`src/design/hlfr_pkg.sv`:
```
package hlfr_pkg;

  localparam int HEADER_LEN = 8;
  localparam int LENGTH_POS = 2;
  localparam int ERROR_POS  = 1;
  localparam int NUM_DIGITS = 5;

  localparam int HDR_IDX_W = (HEADER_LEN > 1) ? $clog2(HEADER_LEN) : 1;
  localparam int POS_W     = 17;
  localparam int ADDR_W    = 32;
  localparam int LEN_W     = 16;

  localparam logic [7:0] START_BYTE  = 8'h52;
  localparam logic [7:0] COLON_BYTE  = 8'h3A;
  localparam logic [7:0] ZERO_CHAR   = 8'h30;
  localparam logic [7:0] TERM_BYTE   = 8'h00;
  localparam logic [7:0] NIBBLE_MASK = 8'h0F;

  localparam logic [13:0] DIGIT_WEIGHT [NUM_DIGITS] = '{
    14'd10000, 14'd1000, 14'd100, 14'd10, 14'd1
  };

  localparam int APB_AW = 3;
  localparam logic REG_BASE     = 1'b0;
  localparam logic REG_COMPRESS = 1'b1;

  localparam int RES_DEPTH = 4;
  localparam int RES_PTR_W = 2;
  localparam int RES_CNT_W = 3;

  typedef enum logic [2:0] {
    PH_HUNT    = 3'b001,
    PH_HEADER  = 3'b010,
    PH_PAYLOAD = 3'b100
  } phase_t;

  typedef struct packed {
    logic [ADDR_W-1:0] write_address;
    logic [7:0]        write_data;
    logic              end_of_message;
    logic              header_error;
    logic [LEN_W-1:0]  message_length;
    logic              last_in_run;
  } result_t;

  typedef struct packed {
    logic [1:0] count;
    result_t    first;
    result_t    second;
  } push_t;

  typedef struct packed {
    logic [ADDR_W-1:0] base_address;
    logic              compress_enable;
  } cfg_t;

endpackage

```
`src/design/hlfr_ifs.sv`:
```
interface hlfr_rx_if;
  logic       valid;
  logic       ready;
  logic [7:0] rx_byte;

  modport source (output valid, output rx_byte, input ready);
  modport sink (input valid, input rx_byte, output ready);
endinterface

interface hlfr_wr_if;
  logic        valid;
  logic        ready;
  logic [31:0] write_address;
  logic [7:0]  write_data;
  logic        end_of_message;
  logic        header_error;
  logic [15:0] message_length;
  logic        last_in_run;

  modport source (
    output valid, output write_address, output write_data, output end_of_message,
    output header_error, output message_length, output last_in_run, input ready
  );
  modport sink (
    input valid, input write_address, input write_data, input end_of_message,
    input header_error, input message_length, input last_in_run, output ready
  );
endinterface

```
`src/design/hlfr_cfg.sv`:
```
module hlfr_cfg (
  input  logic                        clk,
  input  logic                        rst,
  input  logic                        psel,
  input  logic                        penable,
  input  logic                        pwrite,
  input  logic [hlfr_pkg::APB_AW-1:0] paddr,
  input  logic [31:0]                 pwdata,
  output logic [31:0]                 prdata,
  output logic                        pready,
  input  logic                        compress_clear,
  output hlfr_pkg::cfg_t              cfg
);

  logic wr_en;

  assign pready = 1'b1;
  assign wr_en  = psel & penable & pwrite;

  always_ff @(posedge clk) begin
    if (rst) begin
      cfg.base_address    <= '0;
      cfg.compress_enable <= 1'b0;
    end else begin
      if (wr_en && paddr[2] == hlfr_pkg::REG_BASE) begin
        cfg.base_address <= pwdata;
      end
      priority if (wr_en && paddr[2] == hlfr_pkg::REG_COMPRESS) begin
        cfg.compress_enable <= pwdata[0];
      end else if (compress_clear) begin
        cfg.compress_enable <= 1'b0;
      end else begin
        cfg.compress_enable <= cfg.compress_enable;
      end
    end
  end

  always_comb begin
    if (paddr[2] == hlfr_pkg::REG_COMPRESS) begin
      prdata = {31'd0, cfg.compress_enable};
    end else begin
      prdata = cfg.base_address;
    end
  end

endmodule

```
`src/design/hlfr_core.sv`:
```
module hlfr_core (
  input  logic            clk,
  input  logic            rst,
  hlfr_rx_if.sink         rx,
  input  hlfr_pkg::cfg_t  cfg,
  input  logic            space_ok,
  output hlfr_pkg::push_t push,
  output logic            compress_clear
);

  logic                               in_valid;
  logic [7:0]                         in_byte;
  hlfr_pkg::phase_t                   phase, phase_next;
  logic [hlfr_pkg::POS_W-1:0]         position, position_next;
  logic [7:0]                         header_store [hlfr_pkg::HEADER_LEN];
  logic [hlfr_pkg::LEN_W-1:0]         decoded_length, decoded_length_next;
  logic [3:0]                         high_nibble, high_nibble_next;
  logic                               nibble_pending, nibble_pending_next;

  logic                               fire;
  logic [7:0]                         hview [hlfr_pkg::HEADER_LEN];
  logic [3:0]                         digit;
  logic [hlfr_pkg::LEN_W-1:0]         length_sum;
  logic [7:0]                         error_char;
  logic                               header_err;
  logic [hlfr_pkg::POS_W-1:0]         pos_inc;
  logic                               header_done;
  logic                               payload_end;
  logic                               data_write;
  logic [7:0]                         data_byte;
  logic                               finish;
  hlfr_pkg::result_t                  data_res;
  hlfr_pkg::result_t                  term_res;
  logic [hlfr_pkg::POS_W-1:0]         term_index;
  logic [hlfr_pkg::LEN_W-1:0]         term_length;

  assign fire     = in_valid & space_ok;
  assign rx.ready = ~in_valid | space_ok;

  always_comb begin
    for (int i = 0; i < hlfr_pkg::HEADER_LEN; i++) begin
      hview[i] = header_store[i];
      if (phase == hlfr_pkg::PH_HEADER &&
          position == hlfr_pkg::POS_W'(i)) begin
        hview[i] = in_byte;
      end
    end
  end

  always_comb begin
    length_sum = '0;
    digit      = '0;
    for (int k = 0; k < hlfr_pkg::NUM_DIGITS; k++) begin
      digit = '0;
      if (hlfr_pkg::LENGTH_POS + k < hlfr_pkg::HEADER_LEN) begin
        digit = hview[hlfr_pkg::HDR_IDX_W'(hlfr_pkg::LENGTH_POS + k)][3:0];
      end
      length_sum = length_sum + hlfr_pkg::LEN_W'(digit) *
                   hlfr_pkg::LEN_W'(hlfr_pkg::DIGIT_WEIGHT[k]);
    end
  end

  always_comb begin
    error_char = '0;
    if (hlfr_pkg::ERROR_POS < hlfr_pkg::HEADER_LEN) begin
      error_char = hview[hlfr_pkg::HDR_IDX_W'(hlfr_pkg::ERROR_POS)];
    end
    header_err = (error_char != hlfr_pkg::ZERO_CHAR);
  end

  assign pos_inc     = position + 1'b1;
  assign header_done = (pos_inc >= hlfr_pkg::POS_W'(hlfr_pkg::HEADER_LEN));
  assign payload_end = ({1'b0, pos_inc} + 1'b1) >=
                       (hlfr_pkg::POS_W + 1)'(decoded_length);

  always_comb begin
    phase_next          = phase;
    position_next       = position;
    decoded_length_next = decoded_length;
    high_nibble_next    = high_nibble;
    nibble_pending_next = nibble_pending;
    data_write          = 1'b0;
    data_byte           = in_byte;
    finish              = 1'b0;
    term_index          = '0;
    term_length         = decoded_length;

    unique case (phase)
      hlfr_pkg::PH_HUNT: begin
        if (in_byte == hlfr_pkg::START_BYTE) begin
          phase_next    = hlfr_pkg::PH_HEADER;
          position_next = hlfr_pkg::POS_W'(1);
        end
      end
      hlfr_pkg::PH_HEADER: begin
        position_next = pos_inc;
        if (header_done) begin
          decoded_length_next = length_sum;
          term_length         = length_sum;
          phase_next          = hlfr_pkg::PH_PAYLOAD;
          position_next       = '0;
          if (length_sum <= hlfr_pkg::LEN_W'(1)) begin
            finish = 1'b1;
          end
        end
      end
      hlfr_pkg::PH_PAYLOAD: begin
        if (cfg.compress_enable) begin
          priority if (in_byte == hlfr_pkg::COLON_BYTE) begin
            data_write = 1'b1;
          end else if (!nibble_pending) begin
            high_nibble_next    = in_byte[3:0];
            nibble_pending_next = 1'b1;
          end else begin
            data_write          = 1'b1;
            data_byte           = {high_nibble, in_byte[3:0]};
            nibble_pending_next = 1'b0;
          end
        end else begin
          data_write = 1'b1;
        end
        position_next = pos_inc;
        if (payload_end) begin
          finish     = 1'b1;
          term_index = pos_inc;
        end
      end
      default: begin
        phase_next = hlfr_pkg::PH_HUNT;
      end
    endcase

    if (finish) begin
      phase_next          = hlfr_pkg::PH_HUNT;
      position_next       = '0;
      nibble_pending_next = 1'b0;
      high_nibble_next    = '0;
    end
  end

  always_comb begin
    data_res.write_address  = cfg.base_address + hlfr_pkg::ADDR_W'(position);
    data_res.write_data     = data_byte;
    data_res.end_of_message = 1'b0;
    data_res.header_error   = 1'b0;
    data_res.message_length = '0;
    data_res.last_in_run    = ~finish;

    term_res.write_address  = cfg.base_address + hlfr_pkg::ADDR_W'(term_index);
    term_res.write_data     = hlfr_pkg::TERM_BYTE;
    term_res.end_of_message = 1'b1;
    term_res.header_error   = header_err;
    term_res.message_length = term_length;
    term_res.last_in_run    = 1'b1;

    push.count  = 2'd0;
    push.first  = term_res;
    push.second = term_res;
    if (fire) begin
      if (data_write) begin
        push.first = data_res;
        push.count = finish ? 2'd2 : 2'd1;
      end else if (finish) begin
        push.count = 2'd1;
      end
    end
  end

  assign compress_clear = fire & finish;

  always_ff @(posedge clk) begin
    if (rst) begin
      in_valid       <= 1'b0;
      phase          <= hlfr_pkg::PH_HUNT;
      position       <= '0;
      decoded_length <= '0;
      high_nibble    <= '0;
      nibble_pending <= 1'b0;
    end else begin
      if (rx.valid && rx.ready) begin
        in_valid <= 1'b1;
      end else if (fire) begin
        in_valid <= 1'b0;
      end
      if (fire) begin
        phase          <= phase_next;
        position       <= position_next;
        decoded_length <= decoded_length_next;
        high_nibble    <= high_nibble_next;
        nibble_pending <= nibble_pending_next;
      end
    end
  end

  always_ff @(posedge clk) begin
    if (rx.valid && rx.ready) begin
      in_byte <= rx.rx_byte;
    end
    if (fire) begin
      if (phase == hlfr_pkg::PH_HUNT && in_byte == hlfr_pkg::START_BYTE) begin
        header_store[0] <= in_byte;
      end else if (phase == hlfr_pkg::PH_HEADER &&
                   position < hlfr_pkg::POS_W'(hlfr_pkg::HEADER_LEN)) begin
        header_store[position[hlfr_pkg::HDR_IDX_W-1:0]] <= in_byte;
      end
    end
  end

endmodule

```
`src/design/hlfr_out_fifo.sv`:
```
module hlfr_out_fifo (
  input  logic            clk,
  input  logic            rst,
  input  hlfr_pkg::push_t push,
  output logic            space_ok,
  hlfr_wr_if.source       wr
);

  hlfr_pkg::result_t                entries [hlfr_pkg::RES_DEPTH];
  logic [hlfr_pkg::RES_PTR_W-1:0]   wr_ptr;
  logic [hlfr_pkg::RES_PTR_W-1:0]   rd_ptr;
  logic [hlfr_pkg::RES_CNT_W-1:0]   count, count_next;
  logic                             pop;
  hlfr_pkg::result_t                head;

  assign pop      = wr.valid & wr.ready;
  assign space_ok = count <= hlfr_pkg::RES_CNT_W'(hlfr_pkg::RES_DEPTH - 2);
  assign count_next = count + hlfr_pkg::RES_CNT_W'(push.count)
                    - hlfr_pkg::RES_CNT_W'(pop);

  always_ff @(posedge clk) begin
    if (rst) begin
      wr_ptr <= '0;
      rd_ptr <= '0;
      count  <= '0;
    end else begin
      wr_ptr <= wr_ptr + hlfr_pkg::RES_PTR_W'(push.count);
      rd_ptr <= rd_ptr + hlfr_pkg::RES_PTR_W'(pop);
      count  <= count_next;
    end
  end

  always_ff @(posedge clk) begin
    if (push.count != 2'd0) begin
      entries[wr_ptr] <= push.first;
    end
    if (push.count == 2'd2) begin
      entries[wr_ptr + 1'b1] <= push.second;
    end
  end

  assign head              = entries[rd_ptr];
  assign wr.valid          = (count != '0);
  assign wr.write_address  = head.write_address;
  assign wr.write_data     = head.write_data;
  assign wr.end_of_message = head.end_of_message;
  assign wr.header_error   = head.header_error;
  assign wr.message_length = head.message_length;
  assign wr.last_in_run    = head.last_in_run;

endmodule

```
`src/design/header_length_framed_byte_receiver.sv`:
```
// Channel  Kind            Direction  Transaction
// rx       valid/ready     in         one received byte
// wr       valid/ready     out        one RAM byte write
// apb      psel/penable    in         register write or read
//
// The input register takes a new byte every cycle while the result queue has
// room for two writes; each byte is decoded from the input register into the
// queue; a byte that ends a message can queue two writes, data and terminator.
// Reset is synchronous and returns the receiver to hunting for the start byte.
// A write stall leaves under two of the four queue entries free and holds rx.
module header_length_framed_byte_receiver (
  input  logic                        clk,
  input  logic                        rst,
  hlfr_rx_if.sink                     rx,
  hlfr_wr_if.source                   wr,
  input  logic                        psel,
  input  logic                        penable,
  input  logic                        pwrite,
  input  logic [hlfr_pkg::APB_AW-1:0] paddr,
  input  logic [31:0]                 pwdata,
  output logic [31:0]                 prdata,
  output logic                        pready
);

  hlfr_pkg::cfg_t  cfg;
  hlfr_pkg::push_t push;
  logic            compress_clear;
  logic            space_ok;

  hlfr_cfg u_cfg (
    .clk            (clk),
    .rst            (rst),
    .psel           (psel),
    .penable        (penable),
    .pwrite         (pwrite),
    .paddr          (paddr),
    .pwdata         (pwdata),
    .prdata         (prdata),
    .pready         (pready),
    .compress_clear (compress_clear),
    .cfg            (cfg)
  );

  hlfr_core u_core (
    .clk            (clk),
    .rst            (rst),
    .rx             (rx),
    .cfg            (cfg),
    .space_ok       (space_ok),
    .push           (push),
    .compress_clear (compress_clear)
  );

  hlfr_out_fifo u_out_fifo (
    .clk      (clk),
    .rst      (rst),
    .push     (push),
    .space_ok (space_ok),
    .wr       (wr)
  );

endmodule
```
`src/flat_wrapper.sv`:
```
// flat-port wrapper written by rule: the top's interface ports become plain ports
module header_length_framed_byte_receiver_flat 
  (clk, rst, psel, penable, pwrite, paddr, pwdata, prdata, pready, rx_valid, rx_rx_byte, rx_ready, wr_valid, wr_write_address, wr_write_data, wr_end_of_message, wr_header_error, wr_message_length, wr_last_in_run, wr_ready);
  hlfr_rx_if rx_i ();
  hlfr_wr_if wr_i ();
  input  logic clk;
  input  logic rst;
  input  logic psel;
  input  logic penable;
  input  logic pwrite;
  input  logic [hlfr_pkg::APB_AW-1:0] paddr;
  input  logic [31:0] pwdata;
  output logic [31:0] prdata;
  output logic pready;
  input wire logic [$bits(rx_i.valid)-1:0] rx_valid;
  input wire logic [$bits(rx_i.rx_byte)-1:0] rx_rx_byte;
  output wire logic [$bits(rx_i.ready)-1:0] rx_ready;
  output wire logic [$bits(wr_i.valid)-1:0] wr_valid;
  output wire logic [$bits(wr_i.write_address)-1:0] wr_write_address;
  output wire logic [$bits(wr_i.write_data)-1:0] wr_write_data;
  output wire logic [$bits(wr_i.end_of_message)-1:0] wr_end_of_message;
  output wire logic [$bits(wr_i.header_error)-1:0] wr_header_error;
  output wire logic [$bits(wr_i.message_length)-1:0] wr_message_length;
  output wire logic [$bits(wr_i.last_in_run)-1:0] wr_last_in_run;
  input wire logic [$bits(wr_i.ready)-1:0] wr_ready;
  assign rx_i.valid = rx_valid;
  assign rx_i.rx_byte = rx_rx_byte;
  assign rx_ready = rx_i.ready;
  assign wr_valid = wr_i.valid;
  assign wr_write_address = wr_i.write_address;
  assign wr_write_data = wr_i.write_data;
  assign wr_end_of_message = wr_i.end_of_message;
  assign wr_header_error = wr_i.header_error;
  assign wr_message_length = wr_i.message_length;
  assign wr_last_in_run = wr_i.last_in_run;
  assign wr_i.ready = wr_ready;
  header_length_framed_byte_receiver u_core (.clk(clk), .rst(rst), .rx(rx_i), .wr(wr_i), .psel(psel), .penable(penable), .pwrite(pwrite), .paddr(paddr), .pwdata(pwdata), .prdata(prdata), .pready(pready));
endmodule
```
`config.mk`:
```
export PLATFORM = sky130hd
export DESIGN_NAME = header_length_framed_byte_receiver_flat
export DESIGN_NICKNAME = d
export VERILOG_FILES = /design/src/design/hlfr_pkg.sv /design/src/design/hlfr_ifs.sv /design/src/design/hlfr_cfg.sv /design/src/design/hlfr_core.sv /design/src/design/hlfr_out_fifo.sv /design/src/design/header_length_framed_byte_receiver.sv /design/src/flat_wrapper.sv
export SDC_FILE = /design/constraint.sdc
export NUM_CORES = 1
export LEC_CHECK = 0
export BUFFER_PORTS_ARGS = -buffer_cell sky130_fd_sc_hd__buf_2
export CAP_MARGIN = 15
export CORE_MARGIN = 2
export CORE_UTILIZATION = 48
export DETAILED_ROUTE_END_ITERATION = 12
export PLACE_DENSITY = 0.67
export SETUP_SLACK_MARGIN = 0.5
export SLEW_MARGIN = 20
export SYNTH_ARGS = -nofsm -noshare
export SYNTH_HDL_FRONTEND = slang
export SYNTH_SLANG_ARGS = --single-unit
```
`constraint.sdc`:
```
create_clock -name clk -period 9.3 [get_ports clk]
set_input_delay 1.86 -clock clk [delete_from_list [all_inputs] [get_ports clk]]
set_output_delay 1.86 -clock clk [all_outputs]
set_load 0.05 [all_outputs]
```
==> run metrics <==
# H-tree levels=1; actual slew at the worst max-slew pin=1.187 ns; Iter 0 DRT Violations=1331; f_max=204.3 MHz; DRC viols=0; critical path arrival=3.03 ns; Clock Skews=0.01670 ns; Final period util=52.62%; flops & latches, synth=250; global route total overflow=0; initial antenna violation count=1; # setup viols final=0; CP Capture Type=output pin; clk sinks=250; WHS=0.4424 ns; status=completed; minimum clock period=4.894 ns; WS Path Type=in2out; Post-CTS Resized=0; postcts setup bufs=0; Die Ht=177.2 um; CTS tree=done; Unique masters post-synth=91; Detailed Route WL=41810 um; fillers=2683; Hold Path Cell Cnt=2; RSZ-0062 raised after global routing=no; worst skew pair latency=0.55 ns; post-route ant nets=0; Register-to-Register Path Depth=15; synth warn=0; row count=63; number of synthesized flops with an enable pin=148; Seq/Total Area, Yosys=45.04%; PortBufs=124; WL/cell=22.02 um; via-per-instance ratio=6.287; crit start category=input pin; Routability Congestion=0.9214; top_reg_cell synth=edfxtp_1; Leakage=5.732 nW; layout cells sized above 1=18.03%; Placeable Area=0.02956 mm2; Mean Syn Cell Area=10.12 um2; pre-CTS setup slack=4.388 ns; area delta synth->final=11.50%; post-synthesis cell area=0.01440 mm2; most common cell after layout, fill and taps aside=edfxtp_1; Post-CTS Hold Buffers=0; # nets final=1583; hpwl dp=28660 um; Relative slew margins=20.85%; first-pass GRT wire length=63910 um; clock-pin transition on the worst setup and hold timing paths=0.06 ns; VDD IR max=128.5 uV; vias in the first global route=11.18k; worst hold path type=reg2reg; gr usage total=26.36%; most frequent cells in the layout=edfxtp_1, nand2_1, buf_2; Syn Inst Count=1423; die area=0.03140 mm2; max cap viols=0; Die X=177.2 um; root buffer cell=clkbuf_16; final count of hold timing violations=0; Power Density=182.2 mW/mm2; max-slew violations=0; peak fanout along the critical path=35; largest net degree at the start of global routing=52; CTS buffer count=26; slack of the critical path=4.406 ns; DRT Pass-1 Iters=5; clk buf depth=3; Req. time, crit path=7.44 ns; via count=11.94k; Sum Neg Setup Slack=0 ns; Async SR Flop Fraction=0%; starting density of the core=48.72%; Antenna Cells=0; I/O pin cnt=144
## through the flow
stage	total power [mW]	instances	utilization, %	cell area [um2]
floorplan	1.709	1438	-	14460
global placement	1.831	1851	51.23	15140
detailed placement	1.835	1851	51.24	15150
CTS	2.944	1899	54.32	16060
global route	3.022	1899	54.32	16060
finish	2.925	1899	54.32	16060
## cell type report
class	instances	area [um2]	area share [%]
multi-input combinational	1044	7310	45.52
sequential	250	6489	40.41
timing repair buffer	144	770.7	4.800
clock buffer	37	733.2	4.566
tap	390	488.0	3.039
clock inverter	11	178.9	1.114
inverter	23	88.84	0.5532
## flip-flops by register name, indices dropped and copies added (netlist names)
signal,flops
u_core.u_cfg.cfg,33
u_core.u_core.header_store,8
u_core.u_core.high_nibble,4
u_core.u_core.in_byte,8
u_core.u_core.in_valid,1
u_core.u_core.nibble_pending,1
u_core.u_core.phase,3
u_core.u_core.position,17
u_core.u_out_fifo.count,3
u_core.u_out_fifo.entries,168
u_core.u_out_fifo.rd_ptr,2
u_core.u_out_fifo.wr_ptr,2
## synthesized netlist by cell type, drive strengths merged, types with 37 or more instances
library cell / instances / share of area [%]
a22o: 46 / 2.8
o22ai: 60 / 2.6
nor2b: 37 / 1.6
dfxtp: 102 / 14
edfxtp: 148 / 31
clkbuf: 71 / 1.9
o21ai: 59 / 2.1
nor2: 124 / 3.4
mux4: 42 / 6.6
buf: 50 / 2.2
ha: 41 / 3.6
nand2: 127 / 3.5
a21oi: 115 / 4.0
## report_power, final
| group | internal (mW) | switching [mW] |
|---|---|---|
| logic | 0.192 | 0.413 |
| registers | 1.18 | 0.0230 |
| clock network | 0.685 | 0.433 |
## metal layers
layer,wire length [um],vias to the layer above,GRT usage [%],part of all wire (%)
met1,17900,5720,37.90,43
li1,-,5481,-,-
met2,18520,644,40.42,44
met3,4191,92,4.575,10
met4,1181,2,8.540,2.8
met5,13,-,0,0.031
## logic make-up after synthesis
group,Yosys count,share of synthesized area (%)
DFF,250,45.04
buffers and inverters,144,4.692
muxes,54,7.411
adders and majority gates,44,3.979
xor gates and xnor gates,53,3.223
and+or+nand+nor,446,15.41
AOI/OAI and AO/OA,430,20.19
other,2,0.05215
## worst paths after layout
| kind | startpoint | endpoint | slack [ns] |
|---|---|---|---|
| worst max-delay path | paddr[2] | prdata[0] | 4.41 |
| worst min-delay path | u_core.u_out_fifo.entries[3][18] | u_core.u_out_fifo.entries[3][18] | 0.44 |
| worst max register to register | u_core.u_core.position[0] | u_core.u_out_fifo.entries[2][51] | 4.58 |
| worst min register to register | u_core.u_out_fifo.entries[3][18] | u_core.u_out_fifo.entries[3][18] | 0.44 |
## critical path, stage by stage
cell and delay, ns:
buf_2 0.53, mux2_2 0.42, buf_2 0.21
Note: power is estimated with default switching activity, not from simulation.
